--- src/rtl/core/dfr_pkg.sv ---
// dfr_pkg: shared types and constants of the delimited frame receiver.
// Used by every module under rtl/core; depends on nothing.

package dfr_pkg;

    // Field widths fixed by the interface
    localparam int OP_W      = 2;
    localparam int BYTE_W    = 8;
    localparam int INDEX_W   = 12;
    localparam int VERDICT_W = 3;
    localparam int LEN_W     = 12;
    localparam int CFG_IDX_W = 2;

    // Request op codes on the input port
    localparam logic [OP_W-1:0] OP_RX    = 2'd0;
    localparam logic [OP_W-1:0] OP_READ  = 2'd1;
    localparam logic [OP_W-1:0] OP_REARM = 2'd2;
    localparam logic [OP_W-1:0] OP_NOP   = 2'd3;

    // Configuration register indexes
    localparam logic [CFG_IDX_W-1:0] CFG_OWN_ADDRESS = 2'd0;
    localparam logic [CFG_IDX_W-1:0] CFG_EXPECTED_CMD = 2'd1;
    localparam logic [CFG_IDX_W-1:0] CFG_CHECK_LRC    = 2'd2;

    // Marker bytes
    localparam logic [BYTE_W-1:0] MARK_55 = 8'h55;
    localparam logic [BYTE_W-1:0] MARK_AA = 8'hAA;
    localparam logic [BYTE_W-1:0] MARK_7B = 8'h7B;
    localparam logic [BYTE_W-1:0] MARK_7D = 8'h7D;
    localparam logic [BYTE_W-1:0] BROADCAST_ADDR = 8'h00;

    // Frame byte positions used by the verdict
    localparam int POS_ADDR = 0;
    localparam int POS_CMD  = 2;

    typedef enum logic [1:0] {
        CMD_RX,
        CMD_READ,
        CMD_REARM,
        CMD_NOP
    } cmd_kind_t;

    // Marker hunt state
    typedef enum logic [3:0] {
        HS_IDLE,
        HS_F55,
        HS_FAA,
        HS_F7B,
        HS_BODY,
        HS_S55,
        HS_SAA,
        HS_S7B,
        HS_S7D
    } hunt_t;

    // Verdict codes (an empty payload cannot occur once five bytes are stored)
    typedef enum logic [VERDICT_W-1:0] {
        V_OK    = 3'd0,
        V_SHORT = 3'd1,
        V_ADDR  = 3'd2,
        V_LRC   = 3'd4,
        V_CMD   = 3'd5
    } verdict_t;

    // Back-end sequencer
    typedef enum logic [2:0] {
        BK_WAIT,
        BK_EVAL,
        BK_WB,
        BK_J0,
        BK_J1,
        BK_J2,
        BK_READ,
        BK_EMIT
    } back_state_t;

    // Classified request held in the front queue
    typedef struct packed {
        cmd_kind_t            kind;
        logic [BYTE_W-1:0]    data;
        logic [INDEX_W-1:0]   index;
        logic                 in_range;
    } cmd_t;

    // One result
    typedef struct packed {
        logic                 frame_done;
        logic [VERDICT_W-1:0] verdict;
        logic [LEN_W-1:0]     payload_length;
        logic [BYTE_W-1:0]    read_data;
    } res_t;

endpackage

--- src/rtl/core/dfr_out.sv ---
// dfr_out: one-entry result register that presents results as a queue head.
// Depends on dfr_pkg.

module dfr_out (
    input  logic                            clk,
    input  logic                            rst_n,
    input  logic                            res_push,
    input  dfr_pkg::res_t                   res,
    output logic                            out_ready,
    output logic                            empty,
    input  logic                            pop,
    output logic                            frame_done,
    output logic [dfr_pkg::VERDICT_W-1:0]   verdict,
    output logic [dfr_pkg::LEN_W-1:0]       payload_length,
    output logic [dfr_pkg::BYTE_W-1:0]      read_data
);

    dfr_pkg::res_t  res_reg;
    logic           empty_reg, empty_next;

    // Slot is free when empty or being taken this cycle
    assign out_ready = empty_reg || pop;
    assign empty     = empty_reg;

    always_comb
    begin
        priority if (res_push)
            empty_next = 1'b0;
        else if (pop)
            empty_next = 1'b1;
        else
            empty_next = empty_reg;
    end

    always_ff @(posedge clk or negedge rst_n)
    begin
        if (!rst_n)
            empty_reg <= 1'b1;
        else
            empty_reg <= empty_next;
    end

    always_ff @(posedge clk)
    begin
        if (res_push)
            res_reg <= res;
    end

    assign frame_done     = res_reg.frame_done;
    assign verdict        = res_reg.verdict;
    assign payload_length = res_reg.payload_length;
    assign read_data      = res_reg.read_data;

endmodule

--- config.mk ---
export PLATFORM = sky130hd
export DESIGN_NAME = dfr_out
export DESIGN_NICKNAME = d
export VERILOG_FILES = /design/src/rtl/core/dfr_pkg.sv /design/src/rtl/core/dfr_out.sv
export SDC_FILE = /design/constraint.sdc
export NUM_CORES = 1
export LEC_CHECK = 0
export BUFFER_PORTS_ARGS = -buffer_cell sky130_fd_sc_hd__buf_2
export CORE_MARGIN = 1.5
export CORE_UTILIZATION = 41
export CTS_CLUSTER_SIZE = 20
export DETAILED_ROUTE_END_ITERATION = 8
export PLACE_DENSITY_LB_ADDON = 0.05
export SLEW_MARGIN = 20
export SYNTH_ARGS = -nofsm -noshare
export SYNTH_HDL_FRONTEND = slang
export SYNTH_SLANG_ARGS = --single-unit
export TNS_END_PERCENT = 30
--- constraint.sdc ---
create_clock -name clk -period 1.3 [get_ports clk]
set_input_delay 0.13 -clock clk [delete_from_list [all_inputs] [get_ports clk]]
set_output_delay 0.13 -clock clk [all_outputs]
set_load 0.02 [all_outputs]
==> run summary <==
Mapped Avg Cell Area - 28.3 sq um
Crit path cell chain - or2_1 > buf_2
Cell area after layout - 0.00134 sq mm
LEAKAGE - 0.583 nW
Clk root buf - clkbuf_4
# setup viols final - 0
Post-Syn Instances - 27
DIE HEIGHT - 46.1 um
Max reg flops - 12
Worst slew pin tran - 0.517 ns
Die Area - 0.00213 sq mm
Crit path time final - 1.24 ns
Boundary pin count - 54
TritonCTS Buffers - 3
RSZ-0062 raised after global routing - false
Final net count - 139
Global route total overflow - 0
GRT Total Usage - 15.7%
Fillers - 108
Max-Cap Viols - 0
Power Density - 1150 mW/mm^2
Storage cell area - 747 sq um
Residual DRC - 0
Int Power - 1.20 mW
Sinks on Clock Net - 25
CORE AREA - 0.00175 sq mm
Initial Utilization - 43.7%
Via/cell ratio - 4.21
Clock buffer depth - 2
Cell accounting for the most synthesized area - edfxtp_1
Sw Share - 22.7%
Max-slew headroom - 65.5%
Syn. warnings - 0
Worst VDD drop - 0.000746 V
Initial DRT Pass Iterations - 4
DR vias - 568
Synthesized cell area - 763 sq um
Status - finished clean
Switching pwr - 0.351 mW
Setup tns final - 0 ns
Clock share of power - 20.5%
Cells taking the most area after synthesis - edfxtp_1, dfstp_2, o21ba_2
Distinct cells, synth - 4
Worst min path class - in2reg
Crit path launch type - register
Critical path peak fanout - 3
P&R area growth vs syn - 76.1%
Clock tree from TritonCTS - done
Tcrit/Tclk final - 95.5%
Endpoint type of the worst setup path - primary output
Post-synthesis sequential area ratio - 97.9%
Reg power frac - 62.6%
Post-synth top area share - 94.4%
Die X - 46.1 um
CTS clk-pin slew, worst paths - 0.12 ns
Row count - 15
CP arrival - 1.11 ns
Final wirelength - 1570 um
CP peak stage delay - 0.56 ns
Hold Fails Final Rpt - 0
DP Area - 0.00106 sq mm
Fin. max-slew vios - 0
Vias in the first global route - 534
Crit path kind - reg2out
Post_cts resized - 0
First-pass GRT wire length - 2260 um
# diodes - 0
Multi-input gate area - 16.3 sq um
Iter 0 DRT Violations - 8
H-tree depth - 1
CP max stage cell - dfstp_2
Worst Path Required - 1.17 ns
Gate power share - 16.9%
PortBufs - 53
Antenna viol nets, final - 0
Yosys reg bits - 25
Syn_nets - 55
WL/cell - 11.6 um
Fmax - 0.805 GHz
Fraction of layout cells with a size suffix above 1 - 53.6%
GPL Wtd Cong - 0.697
Initial antenna violation count - 0
Worst-Skew Late Latency - 0.30 ns
Largest net degree at the start of global routing - 26
Clock skew - 0 ns
## through the flow
| step | util [%] | hold WS [ns] | setup WS [ns] | power (mW) | instances |
|---|---|---|---|---|---|
| finish | 77.0 | 0.102 | 0.0582 | 1.55 | 135 |
| global route | 77.0 | 0.0952 | 0.00407 | 1.61 | 135 |
| CTS | 75.4 | 0.000816 | 0.0642 | 1.55 | 132 |
| global placement | 60.7 | 0.0649 | 0.371 | 1.18 | 105 |
| detailed placement | 60.7 | 0.0686 | 0.367 | 1.19 | 105 |
| floorplan | - | -0.0178 | 0.377 | 1.08 | 27 |
## cells by family after synthesis
| family | count (synthesis) | share of synthesized area [%] |
|---|---|---|
| flip-flops | 25 | 97.9 |
| AO/OA/AOI/OAI | 1 | 1.31 |
| AND/OR/NAND/NOR | 1 | 0.820 |
## path summary, 6_finish.rpt
path                              startpoint                 to  slack, ns  cells past startpoint
max                        empty$_DFFE_PN1P_          out_ready       0.06                      2
min                                      pop  empty$_DFFE_PN1P_       0.10                      2
max reg2reg                empty$_DFFE_PN1P_  empty$_DFFE_PN1P_       0.45                      2
min reg2reg                empty$_DFFE_PN1P_  empty$_DFFE_PN1P_       0.71                      2
max in group asynchronous              rst_n  empty$_DFFE_PN1P_       0.99                      2
min in group asynchronous              rst_n  empty$_DFFE_PN1P_       0.29                      2
## layer usage
layer  vias up  share of wire [%]  track usage [%]
met5         -                  0                0
li1        272                  -                -
met3         4                4.7             3.14
met4         0                1.6             6.29
met1       259                 33             14.0
met2        33                 61             32.5
## timing repair
item,in CTS,in global routing
hold endpoints to repair,23,2
setup endpoints to repair,0,1
hold buffers,23,2
buffers inserted,0,1
## worst max-delay path: cells and delay by family, from the launching register on
family / cells / cell delay, ns
flip-flops: 1 / 0.56
AND/OR/NAND/NOR: 1 / 0.10
buffers and inverters: 1 / 0.15
## placed cells by master (no fill, tap or decap)
master	count
buf_2	53
dlygate4sd3_1	25
edfxtp_1	24
clkbuf_4	3
o21ba_2	1
or2_1	1
clkbuf_1	1
dfstp_2	1
buf_4	1
## Yosys cell counts
cell type,count
dfstp_2,1
edfxtp_1,24
o21ba_2,1
or2_1,1
## power by group through the flow
stage	combinational [mW]	clock [mW]	sequential (mW)
floorplan	0.00698	0	1.07
global placement	0.199	0	0.984
detailed placement	0.200	0	0.986
CTS	0.252	0.332	0.967
global route	0.281	0.359	0.975
finish	0.262	0.317	0.968
## layout make-up
| cell class | count | share of cell area (%) |
|---|---|---|
| multi-input combinational | 2 | 1.21 |
| tap | 25 | 2.33 |
| timing repair buffer | 79 | 38.9 |
| clock buffer | 4 | 1.96 |
| sequential | 25 | 55.6 |
No activity file was read; power rests on OpenSTA's default activity.
